$ cat src/rtl/core/cvm_pkg.sv
// Shared constants and types for the CORDIC vector magnitude block.
`default_nettype none
package cvm_pkg;

	// Datapath geometry
	localparam int ITERATIONS = 11;
	localparam int WORK_W     = 40;
	localparam int FRAC_BITS  = 8;
	localparam int INPUT_W    = 16;
	localparam int MAG_W      = 16;

	// Inverse CORDIC gain, 0.60725 floored to 15 fraction bits
	localparam int                 INV_GAIN_FRAC = 15;
	localparam logic [INV_GAIN_FRAC-1:0] INV_GAIN = INV_GAIN_FRAC'(19898);

	// Real parts at or above 2**SAT_BITS always saturate
	localparam int SAT_BITS = FRAC_BITS + MAG_W + 1;
	localparam int PROD_W   = SAT_BITS + INV_GAIN_FRAC;
	localparam int QUOT_W   = PROD_W - INV_GAIN_FRAC - FRAC_BITS;

	localparam int SHIFT_W = $clog2(ITERATIONS);

	localparam logic [MAG_W-1:0] MAG_MAX = {MAG_W{1'b1}};

	typedef logic signed [WORK_W-1:0]  work_t;
	typedef logic signed [INPUT_W-1:0] sample_t;
	typedef logic [MAG_W-1:0]          mag_t;
	typedef logic [SHIFT_W-1:0]        shift_t;
	typedef logic [PROD_W-1:0]         prod_t;

	// Vector carried from cell to cell
	typedef struct packed {
		work_t x;
		work_t y;
	} vec_t;

endpackage
`default_nettype wire

$ cat src/rtl/core/cvm_cell.sv
// One CORDIC vectoring micro-rotation cell with its own pipeline register.
`default_nettype none
module cvm_cell (
	input  wire              clk,
	input  wire              arst_n,
	input  cvm_pkg::shift_t  shift,
	input  wire              up_valid,
	output logic             up_ready,
	input  cvm_pkg::vec_t    up_data,
	output logic             dn_valid,
	input  wire              dn_ready,
	output cvm_pkg::vec_t    dn_data
);
	import cvm_pkg::*;

	logic  valid_q;
	vec_t  data_q;
	work_t xs;
	work_t ys;
	vec_t  rot;

	// Rotate toward the real axis; zero imaginary counts as non-negative
	always_comb begin
		xs = up_data.x >>> shift;
		ys = up_data.y >>> shift;
		if (up_data.y[WORK_W-1]) begin
			rot.x = up_data.x - ys;
			rot.y = up_data.y + xs;
		end else begin
			rot.x = up_data.x + ys;
			rot.y = up_data.y - xs;
		end
	end

	// Take a new transaction when empty or when the neighbor drains this one
	assign up_ready = !valid_q || dn_ready;

	always_ff @(posedge clk or negedge arst_n) begin
		if (!arst_n) begin
			valid_q <= 1'b0;
		end else if (up_ready) begin
			valid_q <= up_valid;
		end
	end

	always_ff @(posedge clk) begin
		if (up_ready && up_valid) begin
			data_q <= rot;
		end
	end

	assign dn_valid = valid_q;
	assign dn_data  = data_q;

endmodule
`default_nettype wire

$ cat config.mk
export PLATFORM = sky130hd
export DESIGN_NAME = cvm_cell
export DESIGN_NICKNAME = d
export VERILOG_FILES = /design/src/rtl/core/cvm_pkg.sv /design/src/rtl/core/cvm_cell.sv
export SDC_FILE = /design/constraint.sdc
export NUM_CORES = 1
export LEC_CHECK = 0
export BUFFER_PORTS_ARGS = -buffer_cell sky130_fd_sc_hd__buf_2
export CAP_MARGIN = 0
export CORE_UTILIZATION = 61
export CTS_CLUSTER_SIZE = 40
export DETAILED_ROUTE_END_ITERATION = 10
export PLACE_DENSITY = 0.83
export RECOVER_POWER = 50
export SYNTH_ARGS = -nofsm -noshare
export SYNTH_HDL_FRONTEND = slang
export SYNTH_SLANG_ARGS = --single-unit
$ cat constraint.sdc
create_clock -name clk -period 3.1 [get_ports clk]
set_input_delay 0.155 -clock clk [delete_from_list [all_inputs] [get_ports clk]]
set_output_delay 0.155 -clock clk [all_outputs]
set_load 0.05 [all_outputs]
==> results of run 1 <==
## logic make-up after synthesis
group           after synthesis  share of synthesized area (%)
fa+ha+maj                    85                          8.037
buf+inv                     114                          4.158
simple gates                476                          18.26
flops                        81                          18.09
xor+xnor                    138                          9.109
compound gates              455                          22.34
mux                         188                          20.01
## per-stage QoR
step           hold slack [ps]  setup WS [ps]  utilization, %
2_1_floorplan           -140.6          -1621               -
3_3_place_gp            -70.75          -1925           91.67
3_5_place_dp            -69.65          -2321           91.67
==> impl_metrics.csv, run 1 <==
group,metric,value,unit
run_status,status,"did not finish",
run_status,haltStage,"clock tree synthesis",
run_status,error,"[ERROR DPL-0038] Utilization greater than 100%, impossible to legalize",
clocking,clock_path_buffers,2,
floorplan,fp.dieH,150.3,um
floorplan,die_w,150.3,um
place,place_congestion,1.137,
clocking,cts.sink_count,81,
clocking,cts_resized,300,
logic_synthesis,synth.avg_cell_area,8.732,um^2
logic_synthesis,synth-async-reset-ratio,1.235,%
logic_synthesis,yosysUniqueCellTypes,89,
place,hpwlAfterDp,51680,um
logic_synthesis,synth_nets,1710,
logic_synthesis,yosysSeqAreaShare,18.09,%
place,place_area,19510,um^2
floorplan,num_io_pins,170,
logic_synthesis,ys_ff_latch,81,
logic_synthesis,synth_top_area_share,17.90,%
clocking,numCtsBuffers,9,
logic_synthesis,syn_inst,1537,
clocking,cts_setup_buffers,106,
logic_synthesis,synth_edf_count,80,
logic_synthesis,synth_area_leaders,"edfxtp_1 (18%), mux4_2 (9.7%), ha_1 (7.7%), mux2i_1 (6.2%), xnor2_1 (5.6%)",
floorplan,start_util,63.05,%
place,dp.cells,2532,
logic_synthesis,synth.most_common_cell,"nand2_1",
clocking,h-tree-depth,3,
logic_synthesis,synthesis.area,13420,um^2
logic_synthesis,yosysWarnings,0,
place,io_buffers,169,
clocking,postCtsHoldBufs,1,
logic_synthesis,ys.flop_type,"edfxtp_1",
logic_synthesis,yosys.area.top_type,"edfxtp_1",
logic_synthesis,synthTopCellsByCount,"nand2_1 (135), a21oi_1 (120), nor2_1 (93)",
floorplan,fp-row-count,53,
clocking,clock-root-buffer,"clkbuf_16",
==> run 2, diff against run 1 <==
CORE_UTILIZATION = 40   (was 61)
CTS_CLUSTER_SIZE = unset   (was 40)
PLACE_DENSITY = unset   (was 0.83)
PLACE_DENSITY_LB_ADDON = 0.15   (was unset)
==> run 2 against run 1 <==
Against the previous run: the flow now finishes, with violations (capacitance limit, slew limit, setup timing); synthesized area did not move; synthesized cell count is the same.
==> impl_metrics.csv, run 2 <==
group,metric,value,unit
detailed_routing,vias,15968,
clocking,clock_path_buffers,2,
global_route,grt_overflow,0,
critical_path,end_kind,"flip-flop",
min_path,hold_path.class,"primary input to async pin",
floorplan,die_w,185.2,um
sta,worst_pin_slew,1648,ps
critical_path,cp_cell_sequence,"buf_16, buf_12, mux4_2, a22o_1, a221o_1, inv_2, o211ai_1, or4b_4, nor2_4, buf_6, and4_4, mux2_4, o311ai_4, ha_4, a21oi_4, o21ai_2, a21oi_2, buf_4, o21ai_4, a31oi_4, xnor2_1",
sta,fmax,220.2,MHz
floorplan,fp-row-count,66,
clocking,clkTransAtPathRegs,70,ps
logic_synthesis,synth.avg_cell_area,8.732,um^2
critical_path,crit_fanout,5,
clocking,h-tree-depth,3,
global_route,track_usage,33.79,%
detailed_routing,drtAntennaViolNets,0,
power,power.leakage,0.009868,uW
sta,period_minus_slack,4541,ps
critical_path,cp_num_buf_inv,5,
logic_synthesis,syn_inst,1537,
power,powerDensity,437.6,nW/um^2
critical_path,arrival,4680,ps
sta,relSlewSlack,-9.862,%
power,netSwitchingFraction,43.94,%
logic_synthesis,ys.flop_type,"edfxtp_1",
critical_path,reg2reg_slack,590,ps
sta,worst_slack,-1441,ps
logic_synthesis,synth_edf_count,80,
critical_path,cp_slowest_cell,"or4b_4",
sta,rsz0062_at_grt,"yes",
logic_synthesis,synth_top_area_share,17.90,%
global_route,antenna_found_initial,2,
run_status,status,"finished, violations left",
logic_synthesis,yosys.area.top_type,"edfxtp_1",
power,p_int,5535,uW
global_route,grt_pass1_wl,88030,um
logic_synthesis,synthesis.area,13420,um^2
detailed_routing,drc,0,
flow_run,maxCapViolations,1,
clocking,cts_tree,"done",
logic_synthesis,synth_nets,1710,
detailed_routing,viasPerCell,5.625,
floorplan,start_util,40.94,%
logic_synthesis,synth-async-reset-ratio,1.235,%
critical_path,crit_path_start_kind,"primary input",
cells_and_area,synthToLayoutAreaGrowth,68.11,%
critical_path,cp_slowest_stage_delay,590,ps
power,switching_power,4338,uW
place,place_ws,-2073,ps
sta,hold_viol,0,
critical_path,ff2ff_path_depth,3,
critical_path,worstSetupPathType,"primary input to flip-flop",
critical_path,path_delay_family,"compound AO/OA/AOI/OAI gates",
logic_synthesis,synth.most_common_cell,"nand2_1",
cells_and_area,drive_above_1_share,51.86,%
place,place_congestion,0.9579,
cells_and_area,nNetsFinal,2564,
sta,clock_skew,8.874,ps
clocking,insertion_delay,380,ps
detailed_routing,drt_first_pass_iters,5,
power,ir_drop,310.8,uV
cells_and_area,final_common_cell,"buf_4",
critical_path,critPathRequiredTime,3240,ps
logic_synthesis,synthTopCellsByCount,"nand2_1 (135), a21oi_1 (120), nor2_1 (93)",
place,hpwlAfterDp,45550,um
cells_and_area,largest_reg_flops,80,
clocking,cts.sink_count,81,
power,power.total,9873,uW
sta,report.final.slew_viol_count,34,
cells_and_area,mostFrequentLayoutCells,"buf_4 (686), nand2_1 (127), buf_2 (85)",
cells_and_area,multi_input_area,12180,um^2
power,combinationalPowerShare,72.0,%
logic_synthesis,yosysUniqueCellTypes,89,
floorplan,fp.dieH,185.2,um
critical_path,reg2reg_to,"dn_data[78]",
sta,period_share,146.5,%
detailed_routing,dr.first_iter.drc_count,988,
logic_synthesis,ys_ff_latch,81,
global_route,grt_max_degree,61,
floorplan,num_io_pins,170,
logic_synthesis,synth_area_leaders,"edfxtp_1 (18%), mux4_2 (9.7%), ha_1 (7.7%), mux2i_1 (6.2%), xnor2_1 (5.6%)",
critical_path,timing.rr.start,"dn_valid",
logic_synthesis,yosysSeqAreaShare,18.09,%
clocking,clock-root-buffer,"clkbuf_16",
clocking,numCtsBuffers,9,
cells_and_area,regArea,2427,um^2
global_route,grt_pass1_vias,16030,
logic_synthesis,yosysWarnings,0,
place,io_buffers,169,
floorplan,core_area,32780,um^2
sta,setup_viol,70,
cells_and_area,n_fill_cell,2731,
detailed_routing,routedWlPerCell,20.72,um
detailed_routing,finalWirelength,58830,um
power,clkPwrFrac,11.5,%
floorplan,dieArea,34290,um^2
run_status,violations,"capacitance limit, slew limit, setup timing",
power,seqPwrFrac,16.5,%
sta,holdWs,88.69,ps
[run 2: cell counts after synthesis]
No cell type changed its count.
[run 2: area by class of cell]
cell class / count / area share (%)
multi-input cells: 1342 / 53.99
repair buffers: 924 / 30.95
flip-flops and latches: 81 / 10.76
well taps: 442 / 2.451
clock buffers: 10 / 1.015
inverters: 33 / 0.5657
clock inverters: 5 / 0.2551
diodes: 2 / 0.02218
[run 2: timing repair]
| action | CTS | global route |
|---|---|---|
| pin swaps | 97 | 104 |
| gates cloned | 6 | 3 |
| buffers inserted | 57 | 21 |
| setup endpoints to repair | 69 | 70 |
| resized for setup | 186 | 138 |
| endpoints found under the hold margin | 2 | 0 |
| hold buffers | 2 | 0 |
[run 2: layer usage]
layer	track usage, %	share of wire [%]
met3	3.519	4.1
met2	60.35	51
met4	13.02	3.6
met1	41.49	42
met5	0	0
[run 2: worst reg2reg max path, cell delays in order, from the launching register on]
cell and delay (ps):
dfrtp_1 380, nand2b_1 130, and2_1 1250, buf_12 350
[run 2: how the worst max path moves through the flow]
| stage | end | startpoint | slack [ps] | cells past startpoint |
|---|---|---|---|---|
| 3_3_place_gp | dn_data[79] | shift[0] | -2030 | 23 |
| 6_report | dn_data[77] | shift[0] | -1440 | 21 |
| 3_5_place_dp | dn_data[79] | shift[0] | -2070 | 22 |
| 4_1_cts | dn_data[79] | shift[0] | -1340 | 20 |
| 5_1_grt | dn_data[78] | shift[0] | -1580 | 22 |
| 2_1_floorplan | dn_data[34] | shift[0] | -1620 | 20 |
[run 2: kinds of logic after synthesis]
group | after synthesis | synth area share (%)
DFF | 81 | 18.09
xor gates and xnor gates | 138 | 9.109
muxes | 188 | 20.01
AOI/OAI and AO/OA | 455 | 22.34
adders and majority gates | 85 | 8.037
buffers and inverters | 114 | 4.158
and+or+nand+nor | 476 | 18.26
[run 2: metrics by stage]
stage	TNS [ps]	cell area [um^2]	cells	util, %
floorplan	-65240	13960	1537	-
CTS	-61820	21810	2817	66.53
finish	-67230	22560	2839	68.82
global placement	-103900	20050	2744	61.15
detailed placement	-106330	20050	2744	61.15
global route	-75710	22560	2838	68.81
[run 2: power groups by stage]
| stage | clock, uW | sequential, uW | combinational, uW |
|---|---|---|---|
| 6_report | 1130 | 1630 | 7110 |
| 5_1_grt | 1190 | 1660 | 7570 |
| 4_1_cts | 1160 | 1630 | 6700 |
| 3_5_place_dp | 0 | 1650 | 6120 |
| 3_3_place_gp | 0 | 1640 | 6050 |
| 2_1_floorplan | 0 | 2410 | 2810 |
(Power assumes the default switching activity.)
==> run 3, diff against run 2 <==
CORE_MARGIN = 2   (was unset)
CORE_UTILIZATION = 60   (was 40)
CTS_CLUSTER_DIAMETER = 60   (was unset)
==> run 3 against run 2 <==
Against the previous run: synthesized area is the same; synthesized cell count unchanged; the flow now stops in clock tree synthesis.
==> impl_metrics.csv, run 3 <==
group,metric,value,unit
logic_synthesis,yosysWarnings,0,
logic_synthesis,yosysSeqAreaShare,18.09,%
clocking,postCtsHoldBufs,2,
floorplan,fp.dieH,153.6,um
clocking,cts.sink_count,81,
logic_synthesis,synth_mux_area_share,20.01,%
floorplan,die_w,153.6,um
logic_synthesis,synth.most_common_cell,"nand2_1",
logic_synthesis,ys.flop_type,"edfxtp_1",
logic_synthesis,synthXorXnorAreaFrac,9.109,%
logic_synthesis,synth-compound-area-share,22.34,%
clocking,cts_resized,231,
logic_synthesis,synth_nets,1710,
logic_synthesis,synthAdderAreaFrac,8.037,%
floorplan,start_util,61.31,%
logic_synthesis,yosys.area.top_type,"edfxtp_1",
logic_synthesis,synth_top_area_share,17.90,%
place,place_congestion,1.101,
clocking,h-tree-depth,3,
logic_synthesis,synth.avg_cell_area,8.732,um^2
logic_synthesis,synth-simple-area-share,18.26,%
logic_synthesis,synth_area_leaders,"edfxtp_1 (18%), mux4_2 (9.7%), ha_1 (7.7%), mux2i_1 (6.2%), xnor2_1 (5.6%)",
logic_synthesis,syn_inst,1537,
logic_synthesis,synthesis.area,13420,um^2
clocking,numCtsBuffers,9,
clocking,clock_path_buffers,2,
run_status,status,"did not finish",
place,io_buffers,169,
logic_synthesis,ys_ff_latch,81,
logic_synthesis,yosysUniqueCellTypes,89,
floorplan,fp-row-count,54,
clocking,cts_setup_buffers,65,
run_status,error,"[ERROR DPL-0033] detailed placement checks failed during check placement.",
logic_synthesis,synth_edf_count,80,
logic_synthesis,synth_top_family_by_area,"compound AO/OA/AOI/OAI gates",
logic_synthesis,synth-async-reset-ratio,1.235,%
logic_synthesis,synthTopCellsByCount,"nand2_1 (135), a21oi_1 (120), nor2_1 (93)",
place,hpwlAfterDp,46700,um
clocking,clock-root-buffer,"clkbuf_16",
run_status,haltStage,"clock tree synthesis",
floorplan,num_io_pins,170,
==> run 3: logic make-up after synthesis <==
group                    count (synthesis)
AND/OR/NAND/NOR                        476
AO/OA/AOI/OAI                          455
multiplexers                           188
XOR/XNOR                               138
buffers and inverters                  114
adder cells (fa/ha/maj)                 85
flip-flops                              81
==> run 3: through the flow <==
step,std cells,cell area [um^2],setup WS (ps)
3_5_place_dp,2563,19650,-2304
2_1_floorplan,1537,13960,-1621
3_3_place_gp,2563,19650,-2183
