$ cat config.mk
export PLATFORM = sky130hd
export DESIGN_NAME = cvm_gain
export DESIGN_NICKNAME = d
export VERILOG_FILES = /design/src/rtl/core/cvm_pkg.sv /design/src/rtl/core/cvm_gain.sv
export SDC_FILE = /design/constraint.sdc
export NUM_CORES = 1
export LEC_CHECK = 0
export BUFFER_PORTS_ARGS = -buffer_cell sky130_fd_sc_hd__buf_2
export CORE_MARGIN = 5
export CORE_UTILIZATION = 60
export DETAILED_ROUTE_END_ITERATION = 16
export GPL_ROUTABILITY_DRIVEN = 0
export PLACE_DENSITY = 0.77
export SLEW_MARGIN = 20
export SYNTH_ARGS = -nofsm -noshare
export SYNTH_HDL_FRONTEND = slang
export SYNTH_SLANG_ARGS = --single-unit
$ cat constraint.sdc
create_clock -name clk -period 2 [get_ports clk]
set_clock_uncertainty 0.15 [all_clocks]
set_input_delay 0.2 -clock clk [delete_from_list [all_inputs] [get_ports clk]]
set_output_delay 0.2 -clock clk [all_outputs]
set_load 0.05 [all_outputs]
$ cat src/rtl/core/cvm_pkg.sv
// Shared constants and types for the CORDIC vector magnitude block.
`default_nettype none
package cvm_pkg;

	// Datapath geometry
	localparam int ITERATIONS = 11;
	localparam int WORK_W     = 40;
	localparam int FRAC_BITS  = 8;
	localparam int INPUT_W    = 16;
	localparam int MAG_W      = 16;

	// Inverse CORDIC gain, 0.60725 floored to 15 fraction bits
	localparam int                 INV_GAIN_FRAC = 15;
	localparam logic [INV_GAIN_FRAC-1:0] INV_GAIN = INV_GAIN_FRAC'(19898);

	// Real parts at or above 2**SAT_BITS always saturate
	localparam int SAT_BITS = FRAC_BITS + MAG_W + 1;
	localparam int PROD_W   = SAT_BITS + INV_GAIN_FRAC;
	localparam int QUOT_W   = PROD_W - INV_GAIN_FRAC - FRAC_BITS;

	localparam int SHIFT_W = $clog2(ITERATIONS);

	localparam logic [MAG_W-1:0] MAG_MAX = {MAG_W{1'b1}};

	typedef logic signed [WORK_W-1:0]  work_t;
	typedef logic signed [INPUT_W-1:0] sample_t;
	typedef logic [MAG_W-1:0]          mag_t;
	typedef logic [SHIFT_W-1:0]        shift_t;
	typedef logic [PROD_W-1:0]         prod_t;

	// Vector carried from cell to cell
	typedef struct packed {
		work_t x;
		work_t y;
	} vec_t;

endpackage
`default_nettype wire

$ cat src/rtl/core/cvm_gain.sv
// Gain compensation and saturation: multiply stage, then output register.
`default_nettype none
module cvm_gain (
	input  wire            clk,
	input  wire            arst_n,
	input  wire            up_valid,
	output logic           up_ready,
	input  cvm_pkg::work_t up_x,
	output logic           dn_valid,
	input  wire            dn_ready,
	output cvm_pkg::mag_t  dn_mag
);
	import cvm_pkg::*;

	logic                valid_s1;
	logic                neg_s1;
	logic                big_s1;
	prod_t               prod_s1;
	logic                valid_s2;
	mag_t                mag_s2;
	logic                adv_s2;
	logic [QUOT_W-1:0]   quot;
	mag_t                mag_next;

	// Stage 1: flag sign and overflow, multiply by the inverse gain
	assign adv_s2   = !valid_s2 || dn_ready;
	assign up_ready = !valid_s1 || adv_s2;

	always_ff @(posedge clk or negedge arst_n) begin
		if (!arst_n) begin
			valid_s1 <= 1'b0;
		end else if (up_ready) begin
			valid_s1 <= up_valid;
		end
	end

	always_ff @(posedge clk) begin
		if (up_ready && up_valid) begin
			neg_s1  <= up_x[WORK_W-1];
			big_s1  <= |up_x[WORK_W-2:SAT_BITS];
			prod_s1 <= PROD_W'(up_x[SAT_BITS-1:0]) * PROD_W'(INV_GAIN);
		end
	end

	// Stage 2: drop fraction bits, clamp to the output range
	always_comb begin
		quot = prod_s1[PROD_W-1:INV_GAIN_FRAC+FRAC_BITS];
		if (neg_s1) begin
			mag_next = '0;
		end else if (big_s1 || (quot > QUOT_W'(MAG_MAX))) begin
			mag_next = MAG_MAX;
		end else begin
			mag_next = quot[MAG_W-1:0];
		end
	end

	always_ff @(posedge clk or negedge arst_n) begin
		if (!arst_n) begin
			valid_s2 <= 1'b0;
		end else if (adv_s2) begin
			valid_s2 <= valid_s1;
		end
	end

	always_ff @(posedge clk) begin
		if (adv_s2 && valid_s1) begin
			mag_s2 <= mag_next;
		end
	end

	assign dn_valid = valid_s2;
	assign dn_mag   = mag_s2;

`ifndef ASSERT_OFF
	a_neg_clamps_zero: assert property (@(posedge clk) disable iff (!arst_n)
		(adv_s2 && valid_s1 && neg_s1) |=> (valid_s2 && (mag_s2 == '0)))
		else $error("negative real part did not clamp to zero");

	a_big_saturates: assert property (@(posedge clk) disable iff (!arst_n)
		(adv_s2 && valid_s1 && !neg_s1 && big_s1) |=> (valid_s2 && (mag_s2 == MAG_MAX)))
		else $error("oversized real part did not saturate");

	a_output_from_s1: assert property (@(posedge clk) disable iff (!arst_n)
		$rose(valid_s2) |-> $past(valid_s1))
		else $error("output became valid without a stage 1 transaction");
`endif

endmodule
`default_nettype wire

==> load_flow_metrics.sql <==
INSERT INTO impl_metrics (metric_group, metric, value, unit) VALUES
('status', 'status', 'finished, violations left', ''),
('status', 'violations', 'negative setup slack', ''),
('clock_tree', 'tritoncts', 'yes', ''),
('final_layout', 'num_antenna_cells', '0', ''),
('final_layout', 'proportion_of_layout_cells_with_a_drive_suffix_above_1', '29.66', '%'),
('critical_path', 'timing.rr.end', 'dn_mag[13]$_SDFFCE_PP0P_', ''),
('synthesis', 'ys.warnings.count', '0', ''),
('global_route', 'pin_count_of_the_biggest_net_entering_global_routing', '20', ''),
('hold_path', 'min_delay_worst_endpoint', 'dn_valid$_DFFE_PN0P_', ''),
('clock_tree', 'clkSlewWorstSetupHoldPaths', '0.05', 'ns'),
('floorplanning', 'die_area', '17590', 'µm²'),
('sta', 'timing.final.ws_setup', '-3.338', 'ns'),
('synthesis', 'synth-edff-count', '35', ''),
('detailed_routing', 'detail_route.drc_violations', '0', ''),
('critical_path', 'worst_r2r_startpoint', 'prod_s1[39]$_DFFE_PP_', ''),
('flow_run', 'maxCapViolations', '0', ''),
('detailed_routing', 'avgRoutedWirePerCell', '15.69', 'µm'),
('global_route', 'overflow', '0', ''),
('synthesis', 'post_synth_xor_area_fraction', '3.979', '%'),
('synthesis', 'synth_async_sr_flop_share', '5.405', '%'),
('critical_path', 'worstSetupStartpointType', 'input port', ''),
('global_route', 'groute.usage.overall', '25.50', '%'),
('sta', 'timing.final.crit_period', '5.338', 'ns'),
('synthesis', 'synth.ff_latch_count', '37', ''),
('hold_path', 'timing.hold.worst.class', 'in2reg', ''),
('place', 'detailedPlacementHpwl', '18.80', 'mm'),
('sta', 'grt_setup_unrepaired', 'yes', ''),
('floorplanning', 'top_level_ports', '62', ''),
('critical_path', 'reg2reg_slack', '0.61', 'ns'),
('sta', 'fin_tns_setup', '-54.47', 'ns'),
('sta', 'finalMaxSlewViolations', '0', ''),
('detailed_routing', 'drt_pass1_iterations', '6', ''),
('critical_path', 'worstPathRequired', '1.88', 'ns'),
('clock_tree', 'cts_buffer_depth', '2', ''),
('detailed_routing', 'drt-total-wl', '21.40', 'mm'),
('critical_path', 'r2r.worst_path.cells', '3', ''),
('sta', 'worst_slew_margin_rel', '69.08', '%'),
('clock_tree', 'cts-root-buf', 'sky130_fd_sc_hd__clkbuf_16', ''),
('synthesis', 'dominantRegCellSynth', 'sky130_fd_sc_hd__edfxtp_1', ''),
('global_route', 'grt_first_pass_wirelength', '36.66', 'mm'),
('final_layout', 'final_nets', '1534', ''),
('floorplanning', 'floorplan.die.width', '132.6', 'µm'),
('sta', 'hold_violations', '0', ''),
('clock_tree', 'count_of_clock_tree_sinks', '37', ''),
('critical_path', 'crit_path_max_fanout', '3', ''),
('clock_tree', 'cts-buffers-inserted', '5', ''),
('detailed_routing', 'via_count', '7023', ''),
('synthesis', 'synthMuxAreaShare', '0', '%'),
('detailed_routing', 'vias_per_cell', '5.149', ''),
('global_route', 'via_count_of_the_first_global_routing_pass', '7906', ''),
('synthesis', 'synthesis.instances', '929', ''),
('synthesis', 'yosysSeqAreaShare', '12.20', '%'),
('floorplanning', 'site_rows', '44', ''),
('sta', 'achievable-frequency', '187.3', 'MHz'),
('critical_path', 'arrival', '5.21', 'ns'),
('detailed_routing', 'ant_nets', '0', ''),
('synthesis', 'synthesis.area_per_instance', '9.713', 'µm²'),
('critical_path', 'criticalPathCategory', 'in2reg', ''),
('floorplanning', 'start_util', '61.62', '%'),
('floorplanning', 'chipHeight', '132.6', 'µm'),
('floorplanning', 'coreArea', '14640', 'µm²'),
('hold_path', 'worstHoldStart', 'dn_ready', ''),
('sta', 'report.final.setup_viol', '17', ''),
('sta', 'worst-slew-pin-transition', '0.4638', 'ns'),
('clock_tree', 'clk_latency', '0.28', 'ns'),
('sta', 'hold_ws', '0.05300', 'ns'),
('critical_path', 'kind_of_end_point_of_the_critical_path', 'register', ''),
('global_route', 'antenna_found_initial', '0', ''),
('synthesis', 'synth-adder-area-share', '56.02', '%'),
('hold_path', 'hold_path_depth', '3', ''),
('synthesis', 'synth_simple_gate_area_share', '6.850', '%'),
('sta', 'final.period_utilization', '266.9', '%'),
('synthesis', 'cell_area_after_synthesis', '9024', 'µm²'),
('synthesis', 'synth_top_family_by_area', 'adder cells', ''),
('synthesis', 'yosys.cell_types.count', '55', ''),
('clock_tree', 'cts.htree.levels', '2', ''),
('detailed_routing', 'drtIter0Drc', '301', ''),
('synthesis', 'synth_fp_nets', '1284', ''),
('synthesis', 'synth_compound_area_share', '7.640', '%'),
('final_layout', 'area.growth.synth_to_final', '29.30', '%'),
('place', 'port_buffers', '61', '');
area by class of cell:
type	count	area [µm²]
flip-flops and latches	37	1102
fillers	903	2977
multi-input cells	572	7144
inverters	312	1201
clock buffers	7	142.6
well taps	184	230.2
repair buffers	251	1817
clock inverters	1	30.03
critical path, cell delays in order:
cell	delay [ns]
sky130_fd_sc_hd__buf_8	0.08
sky130_fd_sc_hd__clkinvlp_4	0.13
sky130_fd_sc_hd__buf_6	0.15
sky130_fd_sc_hd__fa_1	0.51
sky130_fd_sc_hd__inv_1	0.05
sky130_fd_sc_hd__ha_1	0.29
sky130_fd_sc_hd__inv_2	0.04
sky130_fd_sc_hd__fa_1	0.50
sky130_fd_sc_hd__inv_2	0.05
sky130_fd_sc_hd__fa_2	0.44
sky130_fd_sc_hd__fa_1	0.51
sky130_fd_sc_hd__inv_2	0.04
sky130_fd_sc_hd__fa_1	0.49
sky130_fd_sc_hd__inv_2	0.05
sky130_fd_sc_hd__ha_4	0.24
sky130_fd_sc_hd__and4_4	0.20
sky130_fd_sc_hd__and4_1	0.15
sky130_fd_sc_hd__a221oi_2	0.25
sky130_fd_sc_hd__a31o_2	0.26
sky130_fd_sc_hd__nand2_2	0.09
sky130_fd_sc_hd__a21o_1	0.19
sky130_fd_sc_hd__a41o_1	0.19
sky130_fd_sc_hd__xor2_1	0.13
sequential cells by signal, indices dropped and copies added, names as in the netlist:
register and flops:
prod_s1 17, dn_mag 16, big_s1 1, dn_valid 1, neg_s1 1, valid_s1 1
worst max path at each step:
stage | from | depth (start not counted) | slack [ns] | end
CTS | up_x[15] | 22 | -3.23 | prod_s1[38]$_DFFE_PP_
global route | up_x[15] | 23 | -3.57 | prod_s1[38]$_DFFE_PP_
floorplan | up_x[17] | 19 | -3.18 | prod_s1[38]$_DFFE_PP_
detailed placement | up_x[16] | 22 | -3.59 | prod_s1[38]$_DFFE_PP_
finish | up_x[15] | 23 | -3.34 | prod_s1[36]$_DFFE_PP_
global placement | up_x[13] | 22 | -3.48 | prod_s1[38]$_DFFE_PP_
metrics by stage:
stage / instance area, µm² / utilization (%) / instances / setup WS [ns]
6_report: 11670 / 79.67 / 1364 / -3.338
5_1_grt: 11670 / 79.67 / 1364 / -3.573
4_1_cts: 11610 / 79.26 / 1361 / -3.230
3_5_place_dp: 11170 / 76.27 / 1342 / -3.594
3_3_place_gp: 11170 / 76.27 / 1342 / -3.482
2_1_floorplan: 9341 / - / 929 / -3.183
cell families (layout without fill, tap and decap cells):
kind of cell	Yosys count	count (layout)
simple gates	118	118
xor+xnor	41	41
buf+inv	320	571
flops	37	37
fa+ha+maj	311	311
compound gates	102	102
cells in the final DEF (no fill, tap or decap), types with 4 or more instances in the layout:
master / netlist / final
sky130_fd_sc_hd__o21ai_0: 9 / 9
sky130_fd_sc_hd__ha_1: 156 / 140
sky130_fd_sc_hd__buf_2: 0 / 56
sky130_fd_sc_hd__clkinvlp_4: 0 / 8
sky130_fd_sc_hd__a21oi_1: 39 / 27
sky130_fd_sc_hd__and3_1: 7 / 7
sky130_fd_sc_hd__clkbuf_16: 0 / 5
sky130_fd_sc_hd__a21oi_2: 1 / 11
sky130_fd_sc_hd__nand2b_1: 6 / 6
sky130_fd_sc_hd__fa_1: 155 / 151
sky130_fd_sc_hd__buf_4: 0 / 179
sky130_fd_sc_hd__inv_2: 1 / 16
sky130_fd_sc_hd__buf_6: 0 / 10
sky130_fd_sc_hd__xor2_1: 23 / 22
sky130_fd_sc_hd__nand4_1: 9 / 9
sky130_fd_sc_hd__inv_1: 311 / 288
sky130_fd_sc_hd__nand2_1: 18 / 13
sky130_fd_sc_hd__nor4_1: 4 / 4
sky130_fd_sc_hd__ha_4: 0 / 16
sky130_fd_sc_hd__xnor2_1: 18 / 16
sky130_fd_sc_hd__fa_2: 0 / 4
sky130_fd_sc_hd__nor2_1: 40 / 40
sky130_fd_sc_hd__edfxtp_1: 35 / 35
sky130_fd_sc_hd__nand2_4: 0 / 5
sky130_fd_sc_hd__a21o_1: 15 / 15
sky130_fd_sc_hd__o211ai_1: 4 / 4
sky130_fd_sc_hd__a211oi_2: 1 / 4
sky130_fd_sc_hd__nor2b_1: 8 / 7
cell usage after synthesis, types with 2 or more instances:
master | n | area [µm²]
sky130_fd_sc_hd__a2111oi_0 | 2 | 17.52
sky130_fd_sc_hd__a211oi_1 | 3 | 22.52
sky130_fd_sc_hd__a21o_1 | 15 | 112.6
sky130_fd_sc_hd__a21oi_1 | 39 | 195.2
sky130_fd_sc_hd__a221oi_2 | 2 | 30.03
sky130_fd_sc_hd__a22oi_1 | 3 | 22.52
sky130_fd_sc_hd__a31oi_1 | 2 | 12.51
sky130_fd_sc_hd__and2_1 | 5 | 31.28
sky130_fd_sc_hd__and3_1 | 7 | 43.79
sky130_fd_sc_hd__and4_1 | 3 | 26.28
sky130_fd_sc_hd__clkbuf_1 | 7 | 26.28
sky130_fd_sc_hd__dfrtp_1 | 2 | 50.05
sky130_fd_sc_hd__edfxtp_1 | 35 | 1051
sky130_fd_sc_hd__fa_1 | 155 | 3103
sky130_fd_sc_hd__ha_1 | 156 | 1952
sky130_fd_sc_hd__inv_1 | 311 | 1167
sky130_fd_sc_hd__nand2_1 | 18 | 67.56
sky130_fd_sc_hd__nand2_2 | 2 | 12.51
sky130_fd_sc_hd__nand2b_1 | 6 | 37.54
sky130_fd_sc_hd__nand3_1 | 3 | 15.01
sky130_fd_sc_hd__nand3b_1 | 2 | 15.01
sky130_fd_sc_hd__nand4_1 | 9 | 56.30
sky130_fd_sc_hd__nor2_1 | 40 | 150.1
sky130_fd_sc_hd__nor2b_1 | 8 | 50.05
sky130_fd_sc_hd__nor3_1 | 3 | 15.01
sky130_fd_sc_hd__nor4_1 | 4 | 25.02
sky130_fd_sc_hd__o211ai_1 | 4 | 30.03
sky130_fd_sc_hd__o21ai_0 | 9 | 45.04
sky130_fd_sc_hd__o21ai_1 | 5 | 25.02
sky130_fd_sc_hd__o21bai_1 | 3 | 22.52
sky130_fd_sc_hd__or2_2 | 3 | 18.77
sky130_fd_sc_hd__xnor2_1 | 18 | 157.7
sky130_fd_sc_hd__xor2_1 | 23 | 201.4
routing by layer:
layer / global-route usage [%] / part of all wire, % / vias to the layer above
met5: 0 / 0 / -
met1: 32.12 / 41 / 3415
met2: 46.17 / 51 / 195
met3: 3.189 / 4.3 / 63
met4: 7.333 / 3.1 / 0
li1: - / - / 3350
what timing repair did:
| item | in CTS | in global routing |
|---|---|---|
| hold buffers | 3 | 0 |
| buffers inserted | 8 | 3 |
| endpoints found under the setup margin | 17 | 17 |
| hold endpoints to repair | 4 | 0 |
| pin swaps | 30 | 11 |
| gates resized for setup | 42 | 11 |
Power is not shown: default switching activity piles up to over one toggle a cycle in this logic, so the estimate is an artifact.
